**src/sv/jsu_pkg.sv**
```systemverilog
// ----------------------------------------------------------------------------
// jsu_pkg
// Shared types, constants and helpers of the JSON string unescaper.
// ----------------------------------------------------------------------------
package jsu_pkg;

    localparam int Q_DEPTH = 4;
    localparam int Q_AW    = $clog2(Q_DEPTH);

    localparam logic [7:0] C_BSLASH = 8'h5C;
    localparam logic [7:0] C_LOW_U  = 8'h75;
    localparam logic [7:0] C_LOW_N  = 8'h6E;
    localparam logic [7:0] C_LOW_R  = 8'h72;
    localparam logic [7:0] C_LOW_T  = 8'h74;
    localparam logic [7:0] C_LOW_B  = 8'h62;
    localparam logic [7:0] C_LOW_F  = 8'h66;

    localparam logic [15:0] C_LIM1   = 16'h0080;
    localparam logic [15:0] C_LIM2   = 16'h0800;
    localparam logic [7:0]  C_LEAD2  = 8'hC0;
    localparam logic [7:0]  C_LEAD3  = 8'hE0;
    localparam logic [7:0]  C_CONT   = 8'h80;
    localparam logic [7:0]  C_CMASK  = 8'h3F;

    typedef enum logic [2:0] {
        MODE_PLAIN = 3'd0,
        MODE_ESC   = 3'd1,
        MODE_HEX0  = 3'd2,
        MODE_HEX1  = 3'd3,
        MODE_HEX2  = 3'd4,
        MODE_HEX3  = 3'd5
    } t_mode;

    // one decoded request: up to three bytes, count zero means end marker
    typedef struct packed {
        logic [2:0][7:0] bytes;
        logic [1:0]      cnt;
        logic            fin;
    } t_group;

    function automatic logic [7:0] esc_map(input logic [7:0] c);
        logic [7:0] r;
        case (c)
            C_LOW_N: r = 8'h0A;
            C_LOW_R: r = 8'h0D;
            C_LOW_T: r = 8'h09;
            C_LOW_B: r = 8'h08;
            C_LOW_F: r = 8'h0C;
            default: r = c;
        endcase
        return r;
    endfunction

    function automatic logic is_hex(input logic [7:0] c);
        return ((c >= 8'h30) && (c <= 8'h39)) || ((c >= 8'h61) && (c <= 8'h66))
            || ((c >= 8'h41) && (c <= 8'h46));
    endfunction

    function automatic logic [3:0] hex_nib(input logic [7:0] c);
        logic [7:0] r;
        if ((c >= 8'h30) && (c <= 8'h39)) begin
            r = c - 8'h30;
        end else if ((c >= 8'h61) && (c <= 8'h66)) begin
            r = c - 8'h57;
        end else begin
            r = c - 8'h37;
        end
        return r[3:0];
    endfunction

endpackage

```
**src/sv/jsu_front.sv**
```systemverilog
// ----------------------------------------------------------------------------
// jsu_front
// Escape decoder: tracks escape state and turns each input byte into a
// group of zero to three output bytes pushed to the queue.
// ----------------------------------------------------------------------------
module jsu_front (
    input  logic              i_clk,
    input  logic              i_rst_n,
    input  logic              i_valid,
    output logic              o_ready,
    input  logic [7:0]        i_in_byte,
    input  logic              i_string_end,
    input  logic              i_q_full,
    output logic              o_push,
    output jsu_pkg::t_group   o_group
);

    jsu_pkg::t_mode  r_mode;
    jsu_pkg::t_mode  n_mode;
    logic [2:0][7:0] r_hold;
    logic            w_accept;

    assign o_ready  = !i_q_full;
    assign w_accept = i_valid && o_ready;

    // next state
    always_comb begin
        case (r_mode)
            jsu_pkg::MODE_ESC: begin
                n_mode = (i_in_byte == jsu_pkg::C_LOW_U) ? jsu_pkg::MODE_HEX0
                                                         : jsu_pkg::MODE_PLAIN;
            end
            jsu_pkg::MODE_HEX0: n_mode = jsu_pkg::MODE_HEX1;
            jsu_pkg::MODE_HEX1: n_mode = jsu_pkg::MODE_HEX2;
            jsu_pkg::MODE_HEX2: n_mode = jsu_pkg::MODE_HEX3;
            jsu_pkg::MODE_HEX3: n_mode = jsu_pkg::MODE_PLAIN;
            default: begin
                n_mode = ((i_in_byte == jsu_pkg::C_BSLASH) && !i_string_end)
                       ? jsu_pkg::MODE_ESC : jsu_pkg::MODE_PLAIN;
            end
        endcase
        if (i_string_end) begin
            n_mode = jsu_pkg::MODE_PLAIN;
        end
    end

    always_ff @(posedge i_clk) begin
        if (!i_rst_n) begin
            r_mode <= jsu_pkg::MODE_PLAIN;
        end else if (w_accept) begin
            r_mode <= n_mode;
        end
    end

    always_ff @(posedge i_clk) begin
        if (w_accept) begin
            case (r_mode)
                jsu_pkg::MODE_HEX0: r_hold[0] <= i_in_byte;
                jsu_pkg::MODE_HEX1: r_hold[1] <= i_in_byte;
                jsu_pkg::MODE_HEX2: r_hold[2] <= i_in_byte;
                default: ;
            endcase
        end
    end

    // code point from the leading run of hex digits
    logic [15:0] w_cp;
    logic        w_any_hex;
    always_comb begin
        w_cp      = 16'h0000;
        w_any_hex = jsu_pkg::is_hex(r_hold[0]);
        if (jsu_pkg::is_hex(r_hold[0])) begin
            w_cp = {12'h000, jsu_pkg::hex_nib(r_hold[0])};
            if (jsu_pkg::is_hex(r_hold[1])) begin
                w_cp = {w_cp[11:0], jsu_pkg::hex_nib(r_hold[1])};
                if (jsu_pkg::is_hex(r_hold[2])) begin
                    w_cp = {w_cp[11:0], jsu_pkg::hex_nib(r_hold[2])};
                    if (jsu_pkg::is_hex(i_in_byte)) begin
                        w_cp = {w_cp[11:0], jsu_pkg::hex_nib(i_in_byte)};
                    end
                end
            end
        end
    end

    // replay of a short unicode escape cut by the end of the string
    logic [2:0][7:0] w_rbuf;
    logic [1:0]      w_rn;
    logic [2:0][7:0] w_rres;
    logic [1:0]      w_rcnt;
    always_comb begin
        logic skip;
        skip   = 1'b0;
        w_rres = '0;
        w_rcnt = 2'd0;
        w_rbuf = r_hold;
        case (r_mode)
            jsu_pkg::MODE_HEX0: begin
                w_rbuf[0] = i_in_byte;
                w_rn      = 2'd1;
            end
            jsu_pkg::MODE_HEX1: begin
                w_rbuf[1] = i_in_byte;
                w_rn      = 2'd2;
            end
            default: begin
                w_rbuf[2] = i_in_byte;
                w_rn      = 2'd3;
            end
        endcase
        for (int i = 0; i < 3; i++) begin
            if (skip) begin
                skip = 1'b0;
            end else if (i < int'(w_rn)) begin
                if ((w_rbuf[i] == jsu_pkg::C_BSLASH) && (i + 1 < int'(w_rn))) begin
                    skip = 1'b1;
                    if (w_rbuf[i+1] != jsu_pkg::C_LOW_U) begin
                        w_rres[w_rcnt] = jsu_pkg::esc_map(w_rbuf[i+1]);
                        w_rcnt         = w_rcnt + 2'd1;
                    end
                end else begin
                    w_rres[w_rcnt] = w_rbuf[i];
                    w_rcnt         = w_rcnt + 2'd1;
                end
            end
        end
    end

    // outputs
    always_comb begin
        o_group       = '0;
        o_group.fin   = i_string_end;
        case (r_mode)
            jsu_pkg::MODE_ESC: begin
                if (i_in_byte != jsu_pkg::C_LOW_U) begin
                    o_group.bytes[0] = jsu_pkg::esc_map(i_in_byte);
                    o_group.cnt      = 2'd1;
                end
            end
            jsu_pkg::MODE_HEX0, jsu_pkg::MODE_HEX1, jsu_pkg::MODE_HEX2: begin
                if (i_string_end) begin
                    o_group.bytes = w_rres;
                    o_group.cnt   = w_rcnt;
                end
            end
            jsu_pkg::MODE_HEX3: begin
                if (w_any_hex) begin
                    if (w_cp < jsu_pkg::C_LIM1) begin
                        o_group.bytes[0] = w_cp[7:0];
                        o_group.cnt      = 2'd1;
                    end else if (w_cp < jsu_pkg::C_LIM2) begin
                        o_group.bytes[0] = jsu_pkg::C_LEAD2 | {3'b000, w_cp[10:6]};
                        o_group.bytes[1] = jsu_pkg::C_CONT
                                         | ({2'b00, w_cp[5:0]} & jsu_pkg::C_CMASK);
                        o_group.cnt      = 2'd2;
                    end else begin
                        o_group.bytes[0] = jsu_pkg::C_LEAD3 | {4'h0, w_cp[15:12]};
                        o_group.bytes[1] = jsu_pkg::C_CONT
                                         | ({2'b00, w_cp[11:6]} & jsu_pkg::C_CMASK);
                        o_group.bytes[2] = jsu_pkg::C_CONT
                                         | ({2'b00, w_cp[5:0]} & jsu_pkg::C_CMASK);
                        o_group.cnt      = 2'd3;
                    end
                end
            end
            default: begin
                if (!((i_in_byte == jsu_pkg::C_BSLASH) && !i_string_end)) begin
                    o_group.bytes[0] = i_in_byte;
                    o_group.cnt      = 2'd1;
                end
            end
        endcase
    end

    assign o_push = w_accept && ((o_group.cnt != 2'd0) || i_string_end);

endmodule

```
**src/sv/jsu_queue.sv**
```systemverilog
// ----------------------------------------------------------------------------
// jsu_queue
// Short request queue between the decoder and the output serializer.
// ----------------------------------------------------------------------------
module jsu_queue (
    input  logic            i_clk,
    input  logic            i_rst_n,
    input  logic            i_push,
    input  jsu_pkg::t_group i_group,
    input  logic            i_pop,
    output logic            o_full,
    output logic            o_empty,
    output jsu_pkg::t_group o_head
);

    jsu_pkg::t_group               r_mem [jsu_pkg::Q_DEPTH];
    logic [jsu_pkg::Q_AW-1:0]      r_wr;
    logic [jsu_pkg::Q_AW-1:0]      r_rd;
    logic [jsu_pkg::Q_AW:0]        r_count;
    logic                          w_push;
    logic                          w_pop;

    assign o_full  = (r_count == (jsu_pkg::Q_AW+1)'(jsu_pkg::Q_DEPTH));
    assign o_empty = (r_count == '0);
    assign o_head  = r_mem[r_rd];
    assign w_push  = i_push && !o_full;
    assign w_pop   = i_pop && !o_empty;

    always_ff @(posedge i_clk) begin
        if (w_push) begin
            r_mem[r_wr] <= i_group;
        end
    end

    always_ff @(posedge i_clk) begin
        if (!i_rst_n) begin
            r_wr    <= '0;
            r_rd    <= '0;
            r_count <= '0;
        end else begin
            if (w_push) begin
                r_wr <= r_wr + 1'b1;
            end
            if (w_pop) begin
                r_rd <= r_rd + 1'b1;
            end
            case ({w_push, w_pop})
                2'b10:   r_count <= r_count + 1'b1;
                2'b01:   r_count <= r_count - 1'b1;
                default: r_count <= r_count;
            endcase
        end
    end

endmodule

```
**src/sv/jsu_back.sv**
```systemverilog
// ----------------------------------------------------------------------------
// jsu_back
// Output serializer: sends the bytes of the head request one per cycle while i_ready is high.
// ----------------------------------------------------------------------------
module jsu_back (
    input  logic            i_clk,
    input  logic            i_rst_n,
    input  logic            i_empty,
    input  jsu_pkg::t_group i_head,
    output logic            o_pop,
    output logic            o_valid,
    input  logic            i_ready,
    output logic [7:0]      o_out_byte,
    output logic            o_byte_valid,
    output logic            o_run_last,
    output logic            o_string_done
);

    logic [1:0] r_pos;
    logic       w_last;
    logic       w_take;

    assign o_valid = !i_empty;
    assign w_last  = (i_head.cnt == 2'd0) || (r_pos == (i_head.cnt - 2'd1));
    assign w_take  = o_valid && i_ready;
    assign o_pop   = w_take && w_last;

    always_comb begin
        case (r_pos)
            2'd0:    o_out_byte = i_head.bytes[0];
            2'd1:    o_out_byte = i_head.bytes[1];
            2'd2:    o_out_byte = i_head.bytes[2];
            default: o_out_byte = 8'h00;
        endcase
        if (i_head.cnt == 2'd0) begin
            o_out_byte = 8'h00;
        end
    end

    assign o_byte_valid  = (i_head.cnt != 2'd0);
    assign o_run_last    = w_last;
    assign o_string_done = w_last && i_head.fin;

    always_ff @(posedge i_clk) begin
        if (!i_rst_n) begin
            r_pos <= 2'd0;
        end else if (w_take) begin
            r_pos <= w_last ? 2'd0 : (r_pos + 2'd1);
        end
    end

`ifndef SYNTHESIS
    a_marker_ends: assert property (@(posedge i_clk) disable iff (!i_rst_n)
        (o_valid && !o_byte_valid) |-> (o_run_last && o_string_done && (o_out_byte == 8'h00)))
        else $error("end marker malformed");

    a_pos_in_group: assert property (@(posedge i_clk) disable iff (!i_rst_n)
        (o_valid && (i_head.cnt != 2'd0)) |-> (r_pos < i_head.cnt))
        else $error("position beyond request");

    a_pos_idle: assert property (@(posedge i_clk) disable iff (!i_rst_n)
        !o_valid |-> (r_pos == 2'd0))
        else $error("position left over while empty");

    a_step: assert property (@(posedge i_clk) disable iff (!i_rst_n)
        (w_take && !w_last) |=> (r_pos == $past(r_pos) + 2'd1))
        else $error("position did not advance");
`endif

endmodule

```
**src/sv/json_string_unescape.sv**
```systemverilog
// ----------------------------------------------------------------------------
// json_string_unescape
// JSON string body unescaper producing UTF-8 bytes.
// ----------------------------------------------------------------------------
// Input channel: one raw byte per request (i_in_byte) with i_string_end on
// the last byte of a string, handshake i_valid / o_ready.
// Output channel: one decoded byte per request, handshake o_valid / i_ready,
// with o_byte_valid low on an end-only marker, o_run_last on the final byte
// produced by an input byte and o_string_done on the final byte of a string.
// Each decoded request is registered in the queue and offered from its head.
// Throughput: one input byte per cycle while the queue is not full; the
// output side sends one byte per cycle while i_ready is high, and a unicode
// escape that expands to two or three bytes is absorbed by a four-entry
// queue of decoded requests. Escape prefixes, which give no output, push nothing.
// When the receiver stalls, the queue fills and o_ready drops once it holds
// four requests; the input side resumes as soon as one drains.
// Reset clears the escape state to plain text and empties the queue.
// ----------------------------------------------------------------------------
module json_string_unescape (
    input  logic       i_clk,
    input  logic       i_rst_n,
    input  logic       i_valid,
    output logic       o_ready,
    input  logic [7:0] i_in_byte,
    input  logic       i_string_end,
    output logic       o_valid,
    input  logic       i_ready,
    output logic [7:0] o_out_byte,
    output logic       o_byte_valid,
    output logic       o_run_last,
    output logic       o_string_done
);

    logic            w_push;
    jsu_pkg::t_group w_group;
    logic            w_full;
    logic            w_empty;
    logic            w_pop;
    jsu_pkg::t_group w_head;

    jsu_front u_front (
        .i_clk        (i_clk),
        .i_rst_n      (i_rst_n),
        .i_valid      (i_valid),
        .o_ready      (o_ready),
        .i_in_byte    (i_in_byte),
        .i_string_end (i_string_end),
        .i_q_full     (w_full),
        .o_push       (w_push),
        .o_group      (w_group)
    );

    jsu_queue u_queue (
        .i_clk   (i_clk),
        .i_rst_n (i_rst_n),
        .i_push  (w_push),
        .i_group (w_group),
        .i_pop   (w_pop),
        .o_full  (w_full),
        .o_empty (w_empty),
        .o_head  (w_head)
    );

    jsu_back u_back (
        .i_clk         (i_clk),
        .i_rst_n       (i_rst_n),
        .i_empty       (w_empty),
        .i_head        (w_head),
        .o_pop         (w_pop),
        .o_valid       (o_valid),
        .i_ready       (i_ready),
        .o_out_byte    (o_out_byte),
        .o_byte_valid  (o_byte_valid),
        .o_run_last    (o_run_last),
        .o_string_done (o_string_done)
    );

endmodule

```
**config.mk**
```make
export PLATFORM = sky130hd
export DESIGN_NAME = json_string_unescape
export DESIGN_NICKNAME = d
export VERILOG_FILES = /design/src/sv/jsu_pkg.sv /design/src/sv/jsu_front.sv /design/src/sv/jsu_queue.sv /design/src/sv/jsu_back.sv /design/src/sv/json_string_unescape.sv
export SDC_FILE = /design/constraint.sdc
export NUM_CORES = 1
export LEC_CHECK = 0
export BUFFER_PORTS_ARGS = -buffer_cell sky130_fd_sc_hd__buf_2
export CORE_MARGIN = 2
export CORE_UTILIZATION = 35
export CTS_BUF_LIST = sky130_fd_sc_hd__clkbuf_8
export DETAILED_ROUTE_END_ITERATION = 12
export SLEW_MARGIN = 20
export SYNTH_ARGS = -nofsm -noshare
export SYNTH_HDL_FRONTEND = slang
export SYNTH_HIERARCHICAL = 1
export SYNTH_SLANG_ARGS = --single-unit
```
**constraint.sdc**
```tcl
create_clock -name i_clk -period 4 [get_ports i_clk]
set_input_delay 0.8 -clock i_clk [delete_from_list [all_inputs] [get_ports i_clk]]
set_output_delay 0.8 -clock i_clk [all_outputs]
set_load 0.1 [all_outputs]
```
==> metrics.cfg <==
[synthesis]
synth_cell_types = 96
post-synth-top-area-cell = edfxtp_1
synth_top_area_share_pct = 44.02
syn_avg_cell_area_um2 = 11.43
synth-seq-cells = 146
synthTopCellsByArea = edfxtp_1, mux4_2, ha_1
synth_flop_cell = edfxtp_1
netlist_instances = 788
synth_edf_count = 132
synth.net_count = 833
ys.warnings.count = 6
yosysSeqAreaShare_pct = 47.14
async_flop_share_pct = 0
syn_area_um2 = 9004

[sta]
fmax_ghz = 0.2638
slew_headroom_pct = 47.61
skew_ns = 0.02386
fin_crit_sh_pct = 94.75
finalSetupViolations = 0
rsz0062_at_grt = false
hold_violations = 0
worst-slew-pin-transition_ns = 0.7842
fin_crit_ns = 3.790
finalMaxSlewViolations = 0

[die]
initial_core_util_pct = 35.65
rows = 58
core_um2 = 25250
die_w_um = 164.4
dieArea_um2 = 27020
ioPinCount = 26
die_h_um = 164.4

[placed_design]
dpl_cell_area_um2 = 10020
post-dp-hpwl_mm = 19.43
port_buffers = 25
gp_congestion = 0.9691

[critical_path]
crit_arrival_ns = 3.95
max_stage_delay_ns = 0.35
cp_slowest_cell = dfxtp_1
critical_path.max_fanout = 19
path_cells = buf_4, nand3b_1, buf_12, mux2i_4, o2111ai_1, o21a_1, ha_1, nand2_1, nand2_1, nand2_1, ha_1, nor2b_2, o31ai_1, nand4_1, o22ai_1, a221oi_1, o211ai_1
start_kind = flop
worstPathRequired_ns = 4.16
end_kind = flop
crit_type = reg2reg
crit_top_cell = nand2_1

[finish]
antenna_cells = 0
syn_to_final_growth_pct = 15.88
drive_gt1_share_pct = 24.55
nNetsFinal = 924
final_cell_area_um2 = 10430
layout_common_cells = edfxtp_1, buf_4, nand2_1
post-route-util_pct = 41.31
final_common_cell = edfxtp_1

[clock_network]
clockRootBuffer = clkbuf_8
cts_sinks = 146
cts_inserted_buffers = 17
postCtsSetupRepairBufs = 0
post_cts_resized = 0
clk_latency_ns = 0.46
htree_levels = 4
cts_tree = yes
clkTransAtPathRegs_ns = 0.09
clockBufferDepth = 2
postCtsHoldBufs = 0

[status]
run_status = complete, no violations

[detailed_routing]
drtPass1Iterations = 6
detail-route-antenna-nets = 0
drt_iter0_markers = 809
vias_per_cell = 5.752
drc = 0
post_drt_wl_per_cell_um = 21.13
wl_mm = 25.82
vias = 7029

[global_route]
antenna_found_initial = 1
grt_use_total_pct = 19.70
globalRoute.totalOverflow = 0
grt_pass1_vias = 6733
grt_pass1_wl_mm = 40.10
grt_max_degree = 28

[power_and_ir_drop]
ir_worst_vdd_v = 0.0002968
power_density_nw_per_um2 = 372.1
p_leak_nw = 3.769
p_total_mw = 3.883

[run]
maxCapViolCount = 0

[min_path]
min_path_type = reg2reg

[worst paths after layout]
check / cells past startpoint / slack, ns / end / startpoint
worst min register to register: 2 / 0.49 / u_queue/r_rd[1] / u_queue/r_rd[1]
worst max-delay path: 17 / 0.21 / u_queue/r_mem[3][5] / u_front/r_mode[2]
worst max register to register: 17 / 0.21 / u_queue/r_mem[3][5] / u_front/r_mode[2]
worst min-delay path: 2 / 0.49 / u_queue/r_rd[1] / u_queue/r_rd[1]
[metal layers]
layer	share of wire, %	GRT usage, %	up-vias
li1	-	-	3243
met3	5.9	3.842	61
met4	3.3	5.929	0
met2	45	30.68	290
met1	45	27.88	3435
met5	0	0	-
[flip-flops by register name, summed over array words and instances, names as in the netlist, named ones only]
signal and flops:
u_queue/r_wr 2, u_front/r_mode 3, u_queue/r_mem 108, u_back/r_pos 2, u_queue/r_count 3, u_queue/r_rd 2
u_front/r_hold 24
[cell usage after synthesis (all sizes together), types with 4 or more instances]
| master | number |
|---|---|
| o21bai | 4 |
| o21ai | 51 |
| mux4 | 27 |
| nand3b | 6 |
| or3 | 5 |
| o22ai | 14 |
| a21oi | 21 |
| nand2 | 55 |
| mux2 | 8 |
| edfxtp | 132 |
| o31ai | 4 |
| a22oi | 5 |
| nor3b | 5 |
| a222oi | 8 |
| a221oi | 5 |
| nand4 | 9 |
| a211oi | 4 |
| nor2b | 11 |
| mux2i | 31 |
| o21a | 7 |
| nor4 | 5 |
| a31oi | 16 |
| a21boi | 5 |
| ha | 31 |
| clkbuf | 20 |
| and2 | 10 |
| nand2b | 7 |
| xnor2 | 13 |
| nand4b | 5 |
| xor2 | 5 |
| nand3 | 23 |
| o211ai | 8 |
| dfxtp | 14 |
| or3b | 4 |
| nor2 | 54 |
| nand4bb | 4 |
| inv | 40 |
| a21o | 6 |
| and3 | 8 |
| nor3 | 16 |
| buf | 27 |
[stage by stage]
stage | setup WS, ns | instances | hold slack (ns) | setup TNS [ns]
after floorplan | 0.1177 | 788 | 0.4560 | 0
after global placement | -0.03100 | 1190 | 0.4760 | -0.1750
after detailed placement | -0.1475 | 1190 | 0.4858 | -1.221
after CTS | 0.05807 | 1222 | 0.4983 | 0
after global routing | 0.01715 | 1222 | 0.5203 | 0
final | 0.2098 | 1222 | 0.4890 | 0
[power breakdown]
group          switching, mW  internal [mW]
combinational          0.618          0.275
sequential            0.0444           1.76
clock                  0.669          0.520
total                   1.33           2.55
[layout make-up]
type                       count  area [µm²]
fill                        2413       14820
multi-input combinational    555        4365
sequential                   146        4245
timing repair buffer         119       868.3
tap                          330       412.9
clock buffer                  17       234.0
clock inverter                15       157.7
inverter                      40       150.1
[cells by family (layout without fill, tap and decap cells)]
family	count (synthesis)	after routing	share of synthesized area (%)
simple gates	239	239	14.55
flops	146	146	47.14
fa+ha+maj	32	32	4.530
buf+inv	87	191	4.641
mux	66	66	11.38
compound gates	200	200	16.01
xor+xnor	18	18	1.751
[worst max-delay path, delay by kind of cell (launching register included)]
kind	cells	cell delay [ns]
adder cells (fa/ha/maj)	2	0.49
AO/OA/AOI/OAI	6	1.23
multiplexers	1	0.28
AND/OR/NAND/NOR	6	0.80
buffers and inverters	2	0.36
flip-flops	1	0.35
(Power assumes the default switching activity.)
